## src/design/bipl_pkg.sv

```systemverilog
// ----------------------------------------------------------------------------
// bipl_pkg
// shared constants, codes and types of the brace index list parser
// ----------------------------------------------------------------------------
package bipl_pkg;

   localparam int VALUE_BITS_DEF = 31;   // accumulator width
   localparam int OUT_VALUE_W    = 31;   // width of the value field of a result
   localparam int CHAR_W         = 8;
   localparam int ERR_W          = 4;

   localparam logic [CHAR_W-1:0] CH_ZERO   = 8'd48;
   localparam logic [CHAR_W-1:0] CH_NINE   = 8'd57;
   localparam logic [CHAR_W-1:0] CH_LBRACE = 8'h7B;
   localparam logic [CHAR_W-1:0] CH_RBRACE = 8'h7D;
   localparam logic [CHAR_W-1:0] CH_STAR   = 8'h2A;
   localparam logic [CHAR_W-1:0] CH_COMMA  = 8'h2C;
   localparam logic [CHAR_W-1:0] CH_SPACE  = 8'h20;

   typedef enum logic [ERR_W-1:0] {
      ERR_NONE        = 4'd0,
      ERR_NO_OPEN     = 4'd1,
      ERR_BAD_CHAR    = 4'd2,
      ERR_NO_COMMA    = 4'd3,
      ERR_STAR_IN_NUM = 4'd4,
      ERR_EMPTY_SLOT  = 4'd5,
      ERR_BRACE_EARLY = 4'd6,
      ERR_NO_CLOSE    = 4'd7,
      ERR_OVERFLOW    = 4'd8
   } error_type;

   typedef struct packed {
      logic [CHAR_W-1:0] char_in;
      logic              last_char;
   } item_type;

   typedef struct packed {
      logic                   value_valid;
      logic [OUT_VALUE_W-1:0] value;
      logic                   wildcard_res;
      logic                   done_res;
      logic [ERR_W-1:0]       error;
   } result_type;

endpackage

```

## src/design/bipl_if.sv

```systemverilog
// ----------------------------------------------------------------------------
// bipl_if
// valid/ready channels for character words and result words
// ----------------------------------------------------------------------------
interface bipl_req_if
   import bipl_pkg::*;
   ();
   logic              valid;
   logic              ready;
   logic [CHAR_W-1:0] char_in;
   logic              last_char;

   modport source (output valid, output char_in, output last_char, input ready);
   modport sink   (input valid, input char_in, input last_char, output ready);
endinterface

interface bipl_rsp_if
   import bipl_pkg::*;
   ();
   logic                   valid;
   logic                   ready;
   logic                   value_valid;
   logic [OUT_VALUE_W-1:0] value;
   logic                   wildcard_res;
   logic                   done_res;
   logic [ERR_W-1:0]       error;

   modport source (output valid, output value_valid, output value, output wildcard_res,
                   output done_res, output error, input ready);
   modport sink   (input valid, input value_valid, input value, input wildcard_res,
                   input done_res, input error, output ready);
endinterface

```

## src/design/bipl_core.sv

```systemverilog
// ----------------------------------------------------------------------------
// bipl_core
// parser state and per-character decode, one character word per cycle while fire is high
// ----------------------------------------------------------------------------
module bipl_core
   import bipl_pkg::*;
#(
   parameter int VALUE_BITS = VALUE_BITS_DEF
) (
   input  logic       clock,
   input  logic       reset,
   input  logic       fire,
   input  item_type   item,
   output result_type result
);

   logic                  at_start_ff, at_start_in;
   logic                  in_number_ff, in_number_in;
   logic [VALUE_BITS-1:0] acc_ff, acc_in;
   logic                  slot_ff, slot_in;
   error_type             err_ff, err_in;

   logic [VALUE_BITS+3:0]  acc_next;
   logic [OUT_VALUE_W-1:0] acc_out;
   logic                   is_digit;
   logic                   emit_num;
   logic                   emit_wild;
   error_type              new_err;
   error_type              err_final;

   assign is_digit = (item.char_in inside {[CH_ZERO:CH_NINE]});
   // ten times the accumulator plus the digit, wide enough to see overflow
   assign acc_next = {1'b0, acc_ff, 3'b000} + {3'b000, acc_ff, 1'b0}
                   + {{VALUE_BITS{1'b0}}, item.char_in[3:0]};

   generate
      if (VALUE_BITS >= OUT_VALUE_W) begin : g_trunc
         assign acc_out = acc_ff[OUT_VALUE_W-1:0];
      end else begin : g_ext
         assign acc_out = {{(OUT_VALUE_W-VALUE_BITS){1'b0}}, acc_ff};
      end
   endgenerate

   always_comb begin
      at_start_in  = at_start_ff;
      in_number_in = in_number_ff;
      acc_in       = acc_ff;
      slot_in      = slot_ff;
      err_in       = err_ff;
      new_err      = ERR_NONE;
      emit_num     = 1'b0;
      emit_wild    = 1'b0;

      if (err_ff == ERR_NONE) begin
         if (at_start_ff) begin
            at_start_in = 1'b0;
            if (item.char_in != CH_LBRACE) begin
               new_err = ERR_NO_OPEN;
            end
         end else if (is_digit) begin
            if (slot_ff) begin
               new_err = ERR_NO_COMMA;
            end else if (acc_next[VALUE_BITS+3:VALUE_BITS] != 4'd0) begin
               new_err = ERR_OVERFLOW;
            end else begin
               acc_in       = acc_next[VALUE_BITS-1:0];
               in_number_in = 1'b1;
            end
         end else begin
            case (item.char_in)
               CH_STAR: begin
                  if (slot_ff) begin
                     new_err = ERR_NO_COMMA;
                  end else if (in_number_ff) begin
                     new_err = ERR_STAR_IN_NUM;
                  end else begin
                     emit_wild = 1'b1;
                     slot_in   = 1'b1;
                  end
               end
               CH_SPACE: begin
                  emit_num = in_number_ff;
               end
               CH_COMMA: begin
                  emit_num = in_number_ff;
                  if (!(slot_ff || in_number_ff)) begin
                     new_err = ERR_EMPTY_SLOT;
                  end
               end
               CH_RBRACE: begin
                  emit_num = in_number_ff;
                  if (!item.last_char) begin
                     new_err = ERR_BRACE_EARLY;
                  end
               end
               default: begin
                  new_err = ERR_BAD_CHAR;
               end
            endcase
            if (emit_num) begin
               acc_in       = '0;
               in_number_in = 1'b0;
               slot_in      = 1'b1;
            end
            // a comma that is accepted opens a fresh slot
            if (item.char_in == CH_COMMA) begin
               slot_in = 1'b0;
            end
         end

         if (new_err == ERR_NONE && item.last_char && item.char_in != CH_RBRACE) begin
            new_err = ERR_NO_CLOSE;
         end
         if (new_err != ERR_NONE) begin
            err_in    = new_err;
            emit_num  = 1'b0;
            emit_wild = 1'b0;
         end
      end else begin
         at_start_in = 1'b0;
      end

      err_final = err_in;

      // end of string puts everything back to the reset state
      if (item.last_char) begin
         at_start_in  = 1'b1;
         in_number_in = 1'b0;
         acc_in       = '0;
         slot_in      = 1'b0;
         err_in       = ERR_NONE;
      end

      result.value_valid  = emit_num || emit_wild;
      result.value        = emit_num ? acc_out : '0;
      result.wildcard_res = emit_wild;
      result.done_res     = item.last_char;
      result.error        = item.last_char ? err_final : ERR_NONE;
   end

   always_ff @(posedge clock) begin
      if (reset) begin
         at_start_ff  <= 1'b1;
         in_number_ff <= 1'b0;
         acc_ff       <= '0;
         slot_ff      <= 1'b0;
         err_ff       <= ERR_NONE;
      end else if (fire) begin
         at_start_ff  <= at_start_in;
         in_number_ff <= in_number_in;
         acc_ff       <= acc_in;
         slot_ff      <= slot_in;
         err_ff       <= err_in;
      end
   end

   // a finished string leaves the parser clean
   a_clean_after_last: assert property (@(posedge clock) disable iff (reset)
      fire && item.last_char |=> at_start_ff && err_ff == ERR_NONE && !in_number_ff)
      else $error("parser state not cleared after last word");

   // first error of a string is kept until its end
   a_sticky_error: assert property (@(posedge clock) disable iff (reset)
      err_ff != ERR_NONE && !(fire && item.last_char) |=> err_ff == $past(err_ff))
      else $error("sticky error changed inside a string");

   // no number may be under way while an element is held in the slot
   a_slot_vs_number: assert property (@(posedge clock) disable iff (reset)
      err_ff == ERR_NONE |-> !(slot_ff && in_number_ff))
      else $error("number accumulating in a filled slot");

endmodule

```

## src/design/brace_index_list_parser_unit.sv

```systemverilog
// a word is registered in item_ff on acceptance and its result word is registered
// in out_ff when the word is processed, which a stalled result side can hold back
// throughput: one character word per cycle while the result side is not stalled
// reset: synchronous, active high; both stages empty, parser waits for an open brace
// ----------------------------------------------------------------------------
// brace_index_list_parser_unit
// parses brace index lists such as {12, *, 7} one character word at a time
// ----------------------------------------------------------------------------
module brace_index_list_parser_unit
   import bipl_pkg::*;
#(
   parameter int VALUE_BITS = VALUE_BITS_DEF
) (
   input  logic        clock,
   input  logic        reset,
   bipl_req_if.sink    req_chan,
   bipl_rsp_if.source  rsp_chan
);

   logic       in_valid_ff, in_valid_in;
   item_type   item_ff;
   logic       out_valid_ff, out_valid_in;
   result_type out_ff;
   result_type core_result;
   logic       advance;
   logic       fire;
   logic       req_fire;

   assign advance          = !out_valid_ff || rsp_chan.ready;
   assign fire             = in_valid_ff && advance;
   assign req_chan.ready   = !in_valid_ff || advance;
   assign req_fire         = req_chan.valid && req_chan.ready;

   always_comb begin
      in_valid_in = in_valid_ff;
      if (req_fire) begin
         in_valid_in = 1'b1;
      end else if (fire) begin
         in_valid_in = 1'b0;
      end
      out_valid_in = out_valid_ff;
      if (fire) begin
         out_valid_in = 1'b1;
      end else if (rsp_chan.ready) begin
         out_valid_in = 1'b0;
      end
   end

   always_ff @(posedge clock) begin
      if (reset) begin
         in_valid_ff  <= 1'b0;
         out_valid_ff <= 1'b0;
      end else begin
         in_valid_ff  <= in_valid_in;
         out_valid_ff <= out_valid_in;
      end
   end

   always_ff @(posedge clock) begin
      if (req_fire) begin
         item_ff.char_in   <= req_chan.char_in;
         item_ff.last_char <= req_chan.last_char;
      end
      if (fire) begin
         out_ff <= core_result;
      end
   end

   bipl_core #(
      .VALUE_BITS (VALUE_BITS)
   ) u_core (
      .clock  (clock),
      .reset  (reset),
      .fire   (fire),
      .item   (item_ff),
      .result (core_result)
   );

   assign rsp_chan.valid        = out_valid_ff;
   assign rsp_chan.value_valid  = out_ff.value_valid;
   assign rsp_chan.value        = out_ff.value;
   assign rsp_chan.wildcard_res = out_ff.wildcard_res;
   assign rsp_chan.done_res     = out_ff.done_res;
   assign rsp_chan.error        = out_ff.error;

   a_wild_zero: assert property (@(posedge clock) disable iff (reset)
      out_valid_ff && out_ff.wildcard_res |-> out_ff.value == '0 && out_ff.value_valid)
      else $error("wildcard word with nonzero value");

   a_error_only_done: assert property (@(posedge clock) disable iff (reset)
      out_valid_ff && out_ff.error != ERR_NONE |-> out_ff.done_res && !out_ff.value_valid)
      else $error("error reported off the last word or with an element");

   a_result_follows_fire: assert property (@(posedge clock) disable iff (reset)
      fire |=> out_valid_ff)
      else $error("processed word produced no result word");

endmodule

```

## src/flat_wrapper.sv

```systemverilog
// flat-port wrapper written by rule: the top's interface ports become plain ports
module brace_index_list_parser_unit_flat import bipl_pkg::*;
#(
   parameter int VALUE_BITS = VALUE_BITS_DEF
)
  (clock, reset, req_chan_valid, req_chan_char_in, req_chan_last_char, req_chan_ready, rsp_chan_valid, rsp_chan_value_valid, rsp_chan_value, rsp_chan_wildcard_res, rsp_chan_done_res, rsp_chan_error, rsp_chan_ready);
  bipl_req_if req_chan_i ();
  bipl_rsp_if rsp_chan_i ();
  input  logic clock;
  input  logic reset;
  input wire logic [$bits(req_chan_i.valid)-1:0] req_chan_valid;
  input wire logic [$bits(req_chan_i.char_in)-1:0] req_chan_char_in;
  input wire logic [$bits(req_chan_i.last_char)-1:0] req_chan_last_char;
  output wire logic [$bits(req_chan_i.ready)-1:0] req_chan_ready;
  output wire logic [$bits(rsp_chan_i.valid)-1:0] rsp_chan_valid;
  output wire logic [$bits(rsp_chan_i.value_valid)-1:0] rsp_chan_value_valid;
  output wire logic [$bits(rsp_chan_i.value)-1:0] rsp_chan_value;
  output wire logic [$bits(rsp_chan_i.wildcard_res)-1:0] rsp_chan_wildcard_res;
  output wire logic [$bits(rsp_chan_i.done_res)-1:0] rsp_chan_done_res;
  output wire logic [$bits(rsp_chan_i.error)-1:0] rsp_chan_error;
  input wire logic [$bits(rsp_chan_i.ready)-1:0] rsp_chan_ready;
  assign req_chan_i.valid = req_chan_valid;
  assign req_chan_i.char_in = req_chan_char_in;
  assign req_chan_i.last_char = req_chan_last_char;
  assign req_chan_ready = req_chan_i.ready;
  assign rsp_chan_valid = rsp_chan_i.valid;
  assign rsp_chan_value_valid = rsp_chan_i.value_valid;
  assign rsp_chan_value = rsp_chan_i.value;
  assign rsp_chan_wildcard_res = rsp_chan_i.wildcard_res;
  assign rsp_chan_done_res = rsp_chan_i.done_res;
  assign rsp_chan_error = rsp_chan_i.error;
  assign rsp_chan_i.ready = rsp_chan_ready;
  brace_index_list_parser_unit #(.VALUE_BITS(VALUE_BITS)) u_core (.clock(clock), .reset(reset), .req_chan(req_chan_i), .rsp_chan(rsp_chan_i));
endmodule
```

## config.mk

```make
export PLATFORM = sky130hd
export DESIGN_NAME = brace_index_list_parser_unit_flat
export DESIGN_NICKNAME = d
export VERILOG_FILES = /design/src/design/bipl_pkg.sv /design/src/design/bipl_if.sv /design/src/design/bipl_core.sv /design/src/design/brace_index_list_parser_unit.sv /design/src/flat_wrapper.sv
export SDC_FILE = /design/constraint.sdc
export NUM_CORES = 1
export LEC_CHECK = 0
export ABC_AREA = 0
export BUFFER_PORTS_ARGS = -buffer_cell sky130_fd_sc_hd__buf_2
export CORE_MARGIN = 3
export CORE_UTILIZATION = 40
export DETAILED_ROUTE_END_ITERATION = 7
export GPL_ROUTABILITY_DRIVEN = 0
export PLACE_DENSITY = 0.63
export SETUP_SLACK_MARGIN = 0.3
export SLEW_MARGIN = 40
export SYNTH_ARGS = -nofsm -noshare
export SYNTH_HDL_FRONTEND = slang
export SYNTH_SLANG_ARGS = --single-unit
```

## constraint.sdc

```tcl
create_clock -name clock -period 3.8 [get_ports clock]
set_input_delay 0.57 -clock clock [delete_from_list [all_inputs] [get_ports clock]]
set_output_delay 0.57 -clock clock [all_outputs]
set_load 0.005 [all_outputs]
```

# [Word-level counts from Yosys, hierarchy flattened]
# Index checks and enable logic that the tools add are counted.
[word_totals] memories=0 regBits=87 wordCells=109 latch_bits=0 out_inout_bits=40 ramBits=0 rom_bits=0 inputBits=13
[op_classes] bitwise_logic=0 div_mod_pow=0 mul=0 eq_ne=10 shifts=0 mux=58 add_sub_neg=2 reduce_logical=23 magnitude_cmp=2
[op_table] cell="$mux W31" count=7
[op_table] cell="$mux W4" count=10
[op_table] cell="$mux W1" count=36
[op_table] cell="$add A34 B32 Y35" count=1
[op_table] cell="$add A35 B4 Y35" count=1
[op_table] cell="$eq A8 B6 Y1 const B" count=3
[op_table] cell="$ne A8 B7 Y1 const B" count=2
[op_table] cell="$mux W3" count=4
[op_table] cell="$pmux W3 S4" count=1
[op_table] cell="$reduce_bool A4 Y1" count=3
[op_table] cell="$eq A8 B7 Y1 const B" count=1
[op_table] cell="$ge A8 B6 Y1 const B" count=1
[op_table] cell="$le A8 B6 Y1 const B" count=1
[op_table] cell="$logic_not A4 Y1" count=2
[op_table] cell="$ne A3 B2 Y1 const B" count=2
[op_table] cell="$reduce_and A6 Y1" count=1
[op_table] cell="$reduce_bool A2 Y1" count=3
[op_table] cell="$logic_and A1 B1 Y1" count=5
[op_table] cell="$reduce_and A5 Y1" count=1
[op_table] cell="$logic_or A1 B1 Y1" count=4
[op_table] cell="$ne A2 B1 Y1 const B" count=2
[op_table] cell="$reduce_bool A3 Y1" count=1
[op_table] cell="$reduce_or A3 Y1" count=1
[op_table] cell="$logic_not A1 Y1" count=2

# [Longest topological paths before layout]
# Gate-level depths: netlist of the first run.
[depth] word_depth=17 mapped_depth=14 ltp_nobuf=13

# [Modules after synthesis]
# Synthesis of the first run repeated with hierarchy kept, for this count alone.
[hier_totals] hier_cells=543 hier_area_um2=5542.8
[by_module_without_submodules] module="bipl_core" cells_per_inst=486 area_each_um2=4027.6 seq_area_each_um2=760.7 n_inst=1
[by_module_without_submodules] module="brace_index_list_parser_unit" cells_per_inst=57 area_each_um2=1515.2 seq_area_each_um2=1451.4 n_inst=1

# [Worst setup path before layout of the first run]
# Ideal clock, no wire load.
[synth_path] kind="register to register" from="register u_core.u_core.acc_ff[0]" to="register u_core.u_core.acc_ff[10]" arrival_ns=3.301 path_slack_ns=0.424 n_path_buf=1 period_less_slack_ns=3.376 setup_time_ns=0.074 path_stages_with_launch=15 required_ns=3.726 cell_sequence="dfxtp_1 > inv_1 > fa_1 > inv_1 > ha_1 > a21o_1 > nand4_1 > a21oi_1 > o211ai_1 > a211oi_1 > o2111ai_1 > o31ai_4 > clkbuf_1 > nand4_1 > o21ai_0"
[synth_between] elab_chain_cells=8 elab_cells_between_ends=11 cone_classes="2 x add/sub; 1 x eq/ne; 6 x mux; 2 x reduce/logical"
[synth_rtl] item="from (decl)" line_no="bipl_core.sv:19" source="logic [VALUE_BITS-1:0] acc_ff, acc_in;"
[synth_rtl] item="from (signal assigned)" line_no="bipl_core.sv:151" source="acc_ff <= acc_in;"
[synth_rtl] item="$add A34 B32 Y35 (*)" line_no="bipl_core.sv:33" source="assign acc_next = {1'b0, acc_ff, 3'b000} + {3'b000, acc_ff, 1'b0}"
[synth_rtl] item="$add A35 B4 Y35 (*)" line_no="bipl_core.sv:34" source="+ {{VALUE_BITS{1'b0}}, item.char_in[3:0]};"
[synth_rtl] item="$mux W31" line_no="bipl_core.sv:63" source="end else if (acc_next[VALUE_BITS+3:VALUE_BITS] != 4'd0) begin"
[synth_rtl] item="$mux W31" line_no="bipl_core.sv:61" source="if (slot_ff) begin"
[synth_rtl] item="$mux W31" line_no="bipl_core.sv:60" source="end else if (is_digit) begin"
[synth_rtl] item="$mux W31" line_no="bipl_core.sv:55" source="if (at_start_ff) begin"
[synth_rtl] item="$mux W31" line_no="bipl_core.sv:54" source="if (err_ff == ERR_NONE) begin"
[synth_rtl] item="$mux W31" line_no="bipl_core.sv:126" source="if (item.last_char) begin"
# Every way passes the cells marked *; elsewhere a longest branch is shown, timed or not. The select of a mux whose other input is x is not followed.
# A chain may end at the register's enable or synchronous reset.

# [Worst setup path in the final report of the first run]
[layout_path] from="register u_core.u_core.acc_ff[18]" to="register u_core.out_ff (netlist bit u_core.rsp_chan.error[0]), data pin"
[layout_between] elab_chain_cells=16
[layout_rtl] item="$add A34 B32 Y35 (*)" line_no="bipl_core.sv:33"
[layout_rtl] item="$add A35 B4 Y35 (*)" line_no="bipl_core.sv:34"
[layout_rtl] item="$reduce_bool A4 Y1 (*)" line_no="bipl_core.sv:63"
[layout_rtl] item="$mux W4 (*)" line_no="bipl_core.sv:63"
[layout_rtl] item="$mux W4 (*)" line_no="bipl_core.sv:61"
[layout_rtl] item="$mux W4 (*)" line_no="bipl_core.sv:60"
[layout_rtl] item="$mux W4 (*)" line_no="bipl_core.sv:55"
[layout_rtl] item="$mux W4 (*)" line_no="bipl_core.sv:54"
[layout_rtl] item="$logic_not A4 Y1" line_no="bipl_core.sv:111" source="if (new_err == ERR_NONE && item.last_char && item.char_in != CH_RBRACE) begin"
[layout_rtl] item="$logic_and A1 B1 Y1 (2 in a row)" line_no="bipl_core.sv:111"
[layout_rtl] item="$mux W4 (*)" line_no="bipl_core.sv:111"
[layout_rtl] item="$mux W4 (*)" line_no="bipl_core.sv:54"
[layout_rtl] item="$reduce_bool A4 Y1" line_no="bipl_core.sv:114" source="if (new_err != ERR_NONE) begin"
[layout_rtl] item="$mux W4 (*)" line_no="bipl_core.sv:114"
[layout_rtl] item="$mux W4 (*)" line_no="bipl_core.sv:54"
[layout_rtl] item="to (signal assigned)" line_no="brace_index_list_parser_unit.sv:65" source="out_ff <= core_result;"
[layout_rtl] item="to (decl)" line_no="brace_index_list_parser_unit.sv:23" source="result_type out_ff;"
# Marks and branches as above.

==> summary.txt, run 1 <==
TIMING
---------------------------------------------------------------------------------
Total negative setup slack                                                   0 ns
Time the final worst path needs with I/O delays and setup                 3.49 ns
Final hold slack                                                         0.393 ns
Slew HR                                                                     51.5%
Number of pins exceeding their max-slew limit in the final report               0
Worst Skew                                                              0.0117 ns
Number of setup violations in the final report                                  0
Slew at the pin closest to its max-slew limit                            0.721 ns
Fraction of the cycle the final worst path needs                            92.0%
RSZ-0062 raised after global routing                                          yes
Final count of hold timing violations                                           0
Fmax                                                                    0.286 GHz

CELLS AND AREA
---------------------------------------------------------------------------------
Antenna fix cells                                                               0
Number of fill cells                                                         1329
Final design area excluding fillers                                      6940 um2
Fraction of layout instances using a drive strength above 1                 20.9%
Growth of design area from synthesis to finish                              19.6%
Most frequent cells in the layout                                    nand2_1, ha_1, buf_2
Most common cell after layout, fill and taps aside                        nand2_1
Nets                                                                          771
Core utilization of the finished layout                                     49.4%

GLOBAL ROUTING
---------------------------------------------------------------------------------
Total global-route track usage                                              17.5%
Number of global-route vias before repair                                    4723
Largest net degree at the start of global routing                              33
Wire length of the first global-routing pass                             23100 um
Antenna violations before repair                                                0
Overflow after GRT                                                              0

CTS
---------------------------------------------------------------------------------
Clock latency on the worst-skew pair                                      0.35 ns
Clock root buffer master                                                clkbuf_16
Clock slew at reported path FFs                                           0.07 ns
Total CTS buffers                                                               9
Maximum number of buffers from clock root to sink                               2
TritonCTS sink count                                                           87
CTS tree                                                                      yes
Number of H-tree branching levels                                               3

LOGIC SYNTHESIS
---------------------------------------------------------------------------------
Area fraction in compound gates after synthesis                             17.0%
Netlist cell types                                                             61
Leading register cell type out of synthesis                              edfxtp_1
Fraction of the mapped netlist area in simple logic gates                   21.1%
Fraction of synthesized cell area in xor and xnor cells                     3.47%
Count of flip-flops with a built-in enable after synthesis                     47
Async set-reset flop share out of synthesis                                    0%
Largest family of logic cells by synthesized area                    simple AND/OR/NAND/NOR gates
Number of nets in the synthesized netlist                                     708
Synthesized flop and latch total                                               87
Cell count after synthesis                                                    632
Post-synthesis instance area                                             5800 um2
Share of the yosys chip area belonging to registers                         38.1%
Per-instance average area after synthesis                                9.18 um2
Yosys warning total                                                             0
Post-synthesis adder-cell area fraction                                     13.8%
Portion of netlist area occupied by mux cells                               3.34%

SETUP PATH
---------------------------------------------------------------------------------
Crit-path max FO                                                                6
Critical path capture point type                                             flop
Worst EP arrival                                                          3.57 ns
Start point of the critical path                                     u_core.u_core.acc_ff[18]
Origin of the critical flop-to-flop path                             u_core.u_core.acc_ff[18]
Type of the setup path with the least slack                               reg2reg
Worst EP required                                                         3.88 ns
Minimum setup slack among reg-to-reg paths                                0.31 ns
Crit path launch type                                                        flop

PLACEMENT
---------------------------------------------------------------------------------
Post-detail-place hpwl                                                   10100 um
Total of buffers placed on input and output ports                              52
Placement-stage cell area                                                6300 um2

MIN PATH
---------------------------------------------------------------------------------
Class of the tightest hold or removal check                                in2reg
Hold path startpoint                                                 req_chan_char_in[5]

PWR
---------------------------------------------------------------------------------
Worst-case vdd ir drop                                                   0.298 mV
Power per Cell Area                                                    310 nW/um2
Total leakage power                                                       3.07 nW
Power after layout                                                      0.00215 W

OUTCOME
---------------------------------------------------------------------------------
Result of the run                                                       completed

FLOORPLANNING
---------------------------------------------------------------------------------
I/O pin total                                                                  53
Die area                                                                16000 um2
Chip height                                                                126 um
Initial Utilization                                                         41.3%
Area of the core                                                        14000 um2
Floorplan die width                                                        126 um
Placement Rows                                                                 43

ROUTE
---------------------------------------------------------------------------------
Number of optimization iterations in the first detailed-route pass              5
Remaining antenna violation count                                               0
Count of unresolved DRC violations after routing                                0
Wire length reported by the detailed router                              13900 um
Via count normalized by instance count                                       5.57
Routed length per placed instance                                         15.9 um
DRT iter0 DRCs                                                                305
Vias after detailed routing                                                  4897

FLOW RUN
---------------------------------------------------------------------------------
Number of maximum-capacitance constraint violations                             0

Yosys cell counts, drive strengths merged, types with 5 or more instances:
| library cell | instances | area share (%) |
|---|---|---|
| xnor2 | 13 | 2.0 |
| mux2i | 16 | 2.8 |
| o21bai | 5 | 0.65 |
| nor2 | 43 | 2.8 |
| nand2 | 79 | 5.2 |
| and3 | 8 | 0.86 |
| nand2b | 10 | 1.1 |
| nand4 | 22 | 2.4 |
| a21oi | 41 | 3.6 |
| clkbuf | 23 | 1.5 |
| inv | 20 | 1.3 |
| xor2 | 10 | 1.5 |
| o21a | 6 | 0.78 |
| a21boi | 5 | 0.65 |
| dfxtp | 40 | 14 |
| a21o | 12 | 1.6 |
| edfxtp | 47 | 24 |
| o21ai | 38 | 3.3 |
| nor3 | 12 | 1.0 |
| ha | 61 | 13 |
| o211ai | 11 | 1.4 |
| nand3 | 11 | 0.95 |
| and2 | 38 | 4.1 |
per-stage QoR:
stage / setup WS, ns / std cells
floorplan: 0.424 / 632
global placement: 0.172 / 851
detailed placement: -0.00270 / 851
CTS: 0.244 / 872
global route: 0.144 / 879
finish: 0.305 / 879
routing by layer:
metal / wire length, um / vias up / global-route usage, %
met5: 0 / - / 0
met4: 284 / 0 / 6.94
met3: 590 / 18 / 2.78
met2: 6580 / 118 / 28.6
met1: 6490 / 2316 / 23.1
li1: - / 2445 / -
cells by family (layout without fill, tap and decap cells):
logic type	after synthesis	count (layout)
simple gates	245	245
compound gates	149	149
xor+xnor	23	23
fa+ha+maj	63	63
flops	87	87
mux	19	19
buf+inv	46	113
worst paths after layout:
check,cells after the start,to
hold / removal,1,u_core.item_ff[6]
setup reg to reg,13,u_core.rsp_chan.error[0]
setup / recovery,13,u_core.rsp_chan.error[0]
hold reg to reg,2,u_core.u_core.acc_ff[17]
final cells by class:
| cell class | instances | area [um2] | area share [%] |
|---|---|---|---|
| repair buffers | 78 | 500 | 7.21 |
| inverters | 20 | 75.1 | 1.08 |
| clock inverters | 5 | 108 | 1.55 |
| multi-input cells | 499 | 3580 | 51.6 |
| clock buffers | 10 | 229 | 3.30 |
| well taps | 180 | 225 | 3.24 |
| flip-flops and latches | 87 | 2220 | 32.0 |
report_power, final:
part,internal (W),switching [W]
Combinational,0.0000480,0.0000689
Clock,0.000641,0.000361
Sequential,0.00102,0.0000148
Total,0.00171,0.000445
worst max-delay path, stage by stage, from the launching register on:
cell and delay [ns]:
dfxtp_2 0.36, ha_1 0.32, ha_4 0.31, and4_1 0.23, and3_4 0.20, or4b_4 0.48, a21oi_4 0.18, o211ai_1 0.13
a211oi_2 0.24, buf_4 0.17, nor3_2 0.04, buf_4 0.16, o211ai_1 0.24, o221ai_1 0.16
state kept, by name, summed over array words and instances (netlist names):
signal,flops
u_core.rsp_chan.value,31
u_core.u_core.acc_ff,31
u_core.item_ff,9
u_core.rsp_chan.error,4
u_core.u_core.err_ff,4
u_core.in_valid_ff,1
u_core.rsp_chan.done_res,1
u_core.rsp_chan.valid,1
u_core.rsp_chan.value_valid,1
u_core.rsp_chan.wildcard_res,1
u_core.u_core.at_start_ff,1
u_core.u_core.in_number_ff,1
u_core.u_core.slot_ff,1
repair_timing:
action / 4_1_cts / 5_1_grt
hold endpoints to repair: 0 / 0
hold buffers: 0 / 0
gates resized for setup: 20 / 42
endpoints found under the setup margin: 37 / 37
setup buffers: 6 / 6
cloned: 0 / 1
pin swaps: 10 / 28
No activity file was read; power rests on OpenSTA's default activity.
==> inputs of run 2 (changes only) <==
clock period = 4.15 ns   (was 3.8 ns; I/O delays follow)
==> run 2 against run 1 <==
- sequential share of layout area grew 1.1 points
- design area shrank 3.6%
- combinational power shrank 14%
- global-route usage shrank 0.37 points
==> summary.txt, run 2 (synthesized netlist as in run 1, its figures left out) <==
TIMING
------------------------------------------------------------------------------------
Number of pins exceeding their max-slew limit in the final report                  0   unchanged
Number of setup violations in the final report                                     0   unchanged
Fmax                                                                       0.274 GHz   was 0.286 GHz
Slew HR                                                                        49.2%   was 51.5%
Time the final worst path needs with I/O delays and setup                    3.65 ns   was 3.49 ns
Total negative setup slack                                                      0 ns   unchanged
Fraction of the cycle the final worst path needs                               88.0%   was 92.0%
Worst Skew                                                                0.00964 ns   was 0.0117 ns
Slew at the pin closest to its max-slew limit                               0.758 ns   was 0.721 ns
RSZ-0062 raised after global routing                                              no   was yes
Final count of hold timing violations                                              0   unchanged

SETUP PATH
------------------------------------------------------------------------------------
Slowest cell on the critical path                                             or4b_1   was or4b_4
Most frequent cell on the critical path                                         ha_1
Critical path capture point type                                                flop   unchanged
Count of buffering cells on the critical path with inverters included              1   was 2
Type of the setup path with the least slack                                  reg2reg   unchanged
Crit-path max FO                                                                   8   was 6
Chain of cells forming the critical path                                ha_1, ha_1, and4_1, and3_1, or4b_1, a21oi_2, o211ai_1, a211oi_2, o31ai_4, buf_4, nand2_8, mux2_2   was ha_1, ha_4, and4_1, and3_4, or4b_4, a21oi_4, o211ai_1, a211oi_2, buf_4, nor3_2, buf_4, o211ai_1, o221ai_1
Worst EP arrival                                                             3.89 ns   was 3.57 ns
Crit path launch type                                                           flop   unchanged
Worst EP required                                                            4.39 ns   was 3.88 ns
Worst path top cell family by delay                                     simple AND/OR/NAND/NOR gates   unchanged
Largest stage delay on the critical path                                     0.47 ns   was 0.48 ns

GLOBAL ROUTING
------------------------------------------------------------------------------------
Antenna violations before repair                                                   0   unchanged
Number of global-route vias before repair                                       4685   was 4723
Largest net degree at the start of global routing                                 32   was 33
Wire length of the first global-routing pass                                22500 um   was 23100 um
Overflow after GRT                                                                 0   unchanged
Total global-route track usage                                                 17.1%   was 17.5%

CELLS AND AREA
------------------------------------------------------------------------------------
Most frequent cells in the layout                                       nand2_1, ha_1, buf_2   unchanged
Antenna fix cells                                                                  0   unchanged
Most common cell after layout, fill and taps aside                           nand2_1   unchanged
Number of fill cells                                                            1348   was 1329
Nets                                                                             764   was 771
Fraction of layout instances using a drive strength above 1                    15.4%   was 20.9%
Core utilization of the finished layout                                        47.6%   was 49.4%
Growth of design area from synthesis to finish                                 15.3%   was 19.6%

CTS
------------------------------------------------------------------------------------
TritonCTS sink count                                                              87   unchanged
Clock latency on the worst-skew pair                                         0.35 ns   about the same
Number of H-tree branching levels                                                  3   unchanged
CTS tree                                                                         yes   unchanged
Total CTS buffers                                                                  9   unchanged
Maximum number of buffers from clock root to sink                                  2   unchanged
Hold-fix buffers at CTS                                                            0   unchanged
Clock root buffer master                                                   clkbuf_16   unchanged
Clock slew at reported path FFs                                              0.06 ns   was 0.07 ns

FLOORPLANNING
------------------------------------------------------------------------------------
Chip height                                                                   126 um   unchanged
Area of the core                                                           14000 um2   unchanged
Placement Rows                                                                    43   unchanged
Initial Utilization                                                            41.3%   unchanged
Die area                                                                   16000 um2   unchanged
Floorplan die width                                                           126 um   unchanged
I/O pin total                                                                     53   unchanged

PLACEMENT
------------------------------------------------------------------------------------
Post-detail-place hpwl                                                       9920 um   was 10100 um
Total of buffers placed on input and output ports                                 52   unchanged

ROUTE
------------------------------------------------------------------------------------
Wire length reported by the detailed router                                 13500 um   was 13900 um
Count of unresolved DRC violations after routing                                   0   unchanged
Remaining antenna violation count                                                  0   unchanged
Routed length per placed instance                                            15.4 um   was 15.9 um
Number of optimization iterations in the first detailed-route pass                 6   was 5
Vias after detailed routing                                                     4916   was 4897
DRT iter0 DRCs                                                                   343   was 305
Via count normalized by instance count                                          5.63   was 5.57

PWR
------------------------------------------------------------------------------------
Worst-case vdd ir drop                                                      0.183 mV   was 0.298 mV
Power per Cell Area                                                       277 nW/um2   was 310 nW/um2
Total leakage power                                                          3.00 nW   was 3.07 nW

OUTCOME
------------------------------------------------------------------------------------
Result of the run                                                          completed   unchanged

MIN PATH
------------------------------------------------------------------------------------
Class of the tightest hold or removal check                                   in2reg   unchanged

FLOW RUN
------------------------------------------------------------------------------------
Number of maximum-capacitance constraint violations                                0   unchanged

==> run 2: per-layer routing <==
layer,GRT usage (%),share of wire (%)
met5,0,0
met4,5.74,2.1
met3,4.46,5.5
met2,27.8,46
met1,22.1,46
==> run 2: metrics by stage <==
stage	worst slack [ns]	total power, W	instance area, um2	hold WS, ns	cells
after floorplan	0.774	0.00102	5800	0.424	632
after CTS	0.259	0.00187	6530	0.427	859
after global routing	0.332	0.00193	6690	0.430	873
after global placement	0.419	0.00106	6220	0.467	843
final	0.500	0.00186	6690	0.443	873
after detailed placement	0.202	0.00106	6220	0.484	843
==> run 2: layout make-up <==
type / instances / area (um2) / area share (%)
Clock buffer: 13 / 250 / 3.74
Clock inverter: 3 / 43.8 / 0.655
Inverter: 20 / 75.1 / 1.12
Multi-Input combinational cell: 499 / 3460 / 51.7
Sequential cell: 87 / 2210 / 33.1
Tap cell: 180 / 225 / 3.37
Timing Repair Buffer: 71 / 428 / 6.40
==> run 2: worst paths after layout <==
kind / from / to / slack [ns] / cells after the start
max reg2reg: u_core.u_core.acc_ff[15] / u_core.u_core.acc_ff[28] / 0.50 / 12
min: req_chan_char_in[2] / u_core.item_ff[3] / 0.44 / 1
min reg2reg: u_core.u_core.acc_ff[0] / u_core.u_core.acc_ff[0] / 0.49 / 2
max: u_core.u_core.acc_ff[15] / u_core.u_core.acc_ff[28] / 0.50 / 12
==> run 2: repair_timing <==
action	in CTS	in global routing
buffers inserted	0	14
setup endpoints to repair	19	37
pin swaps	0	5
resized for setup	4	6
==> run 2: report_power, final <==
| group | switching, W | total, W | internal (W) | leakage (nW) |
|---|---|---|---|---|
| clock | 0.000323 | 0.000807 | 0.000483 | 0.144 |
| combinational | 0.0000600 | 0.000101 | 0.0000410 | 2.09 |
| sequential | 0.0000152 | 0.000947 | 0.000932 | 0.762 |
| total | 0.000399 | 0.00186 | 0.00146 | 3.00 |
==> run 2: worst reg2reg max path: cells and delay by family (launching register included) <==
family	cells	cell delay, ns
AND/OR/NAND/NOR	4	1.03
flip-flops	1	0.34
adder cells (fa/ha/maj)	2	0.76
buffers and inverters	1	0.17
AO/OA/AOI/OAI	4	0.91
multiplexers	1	0.34
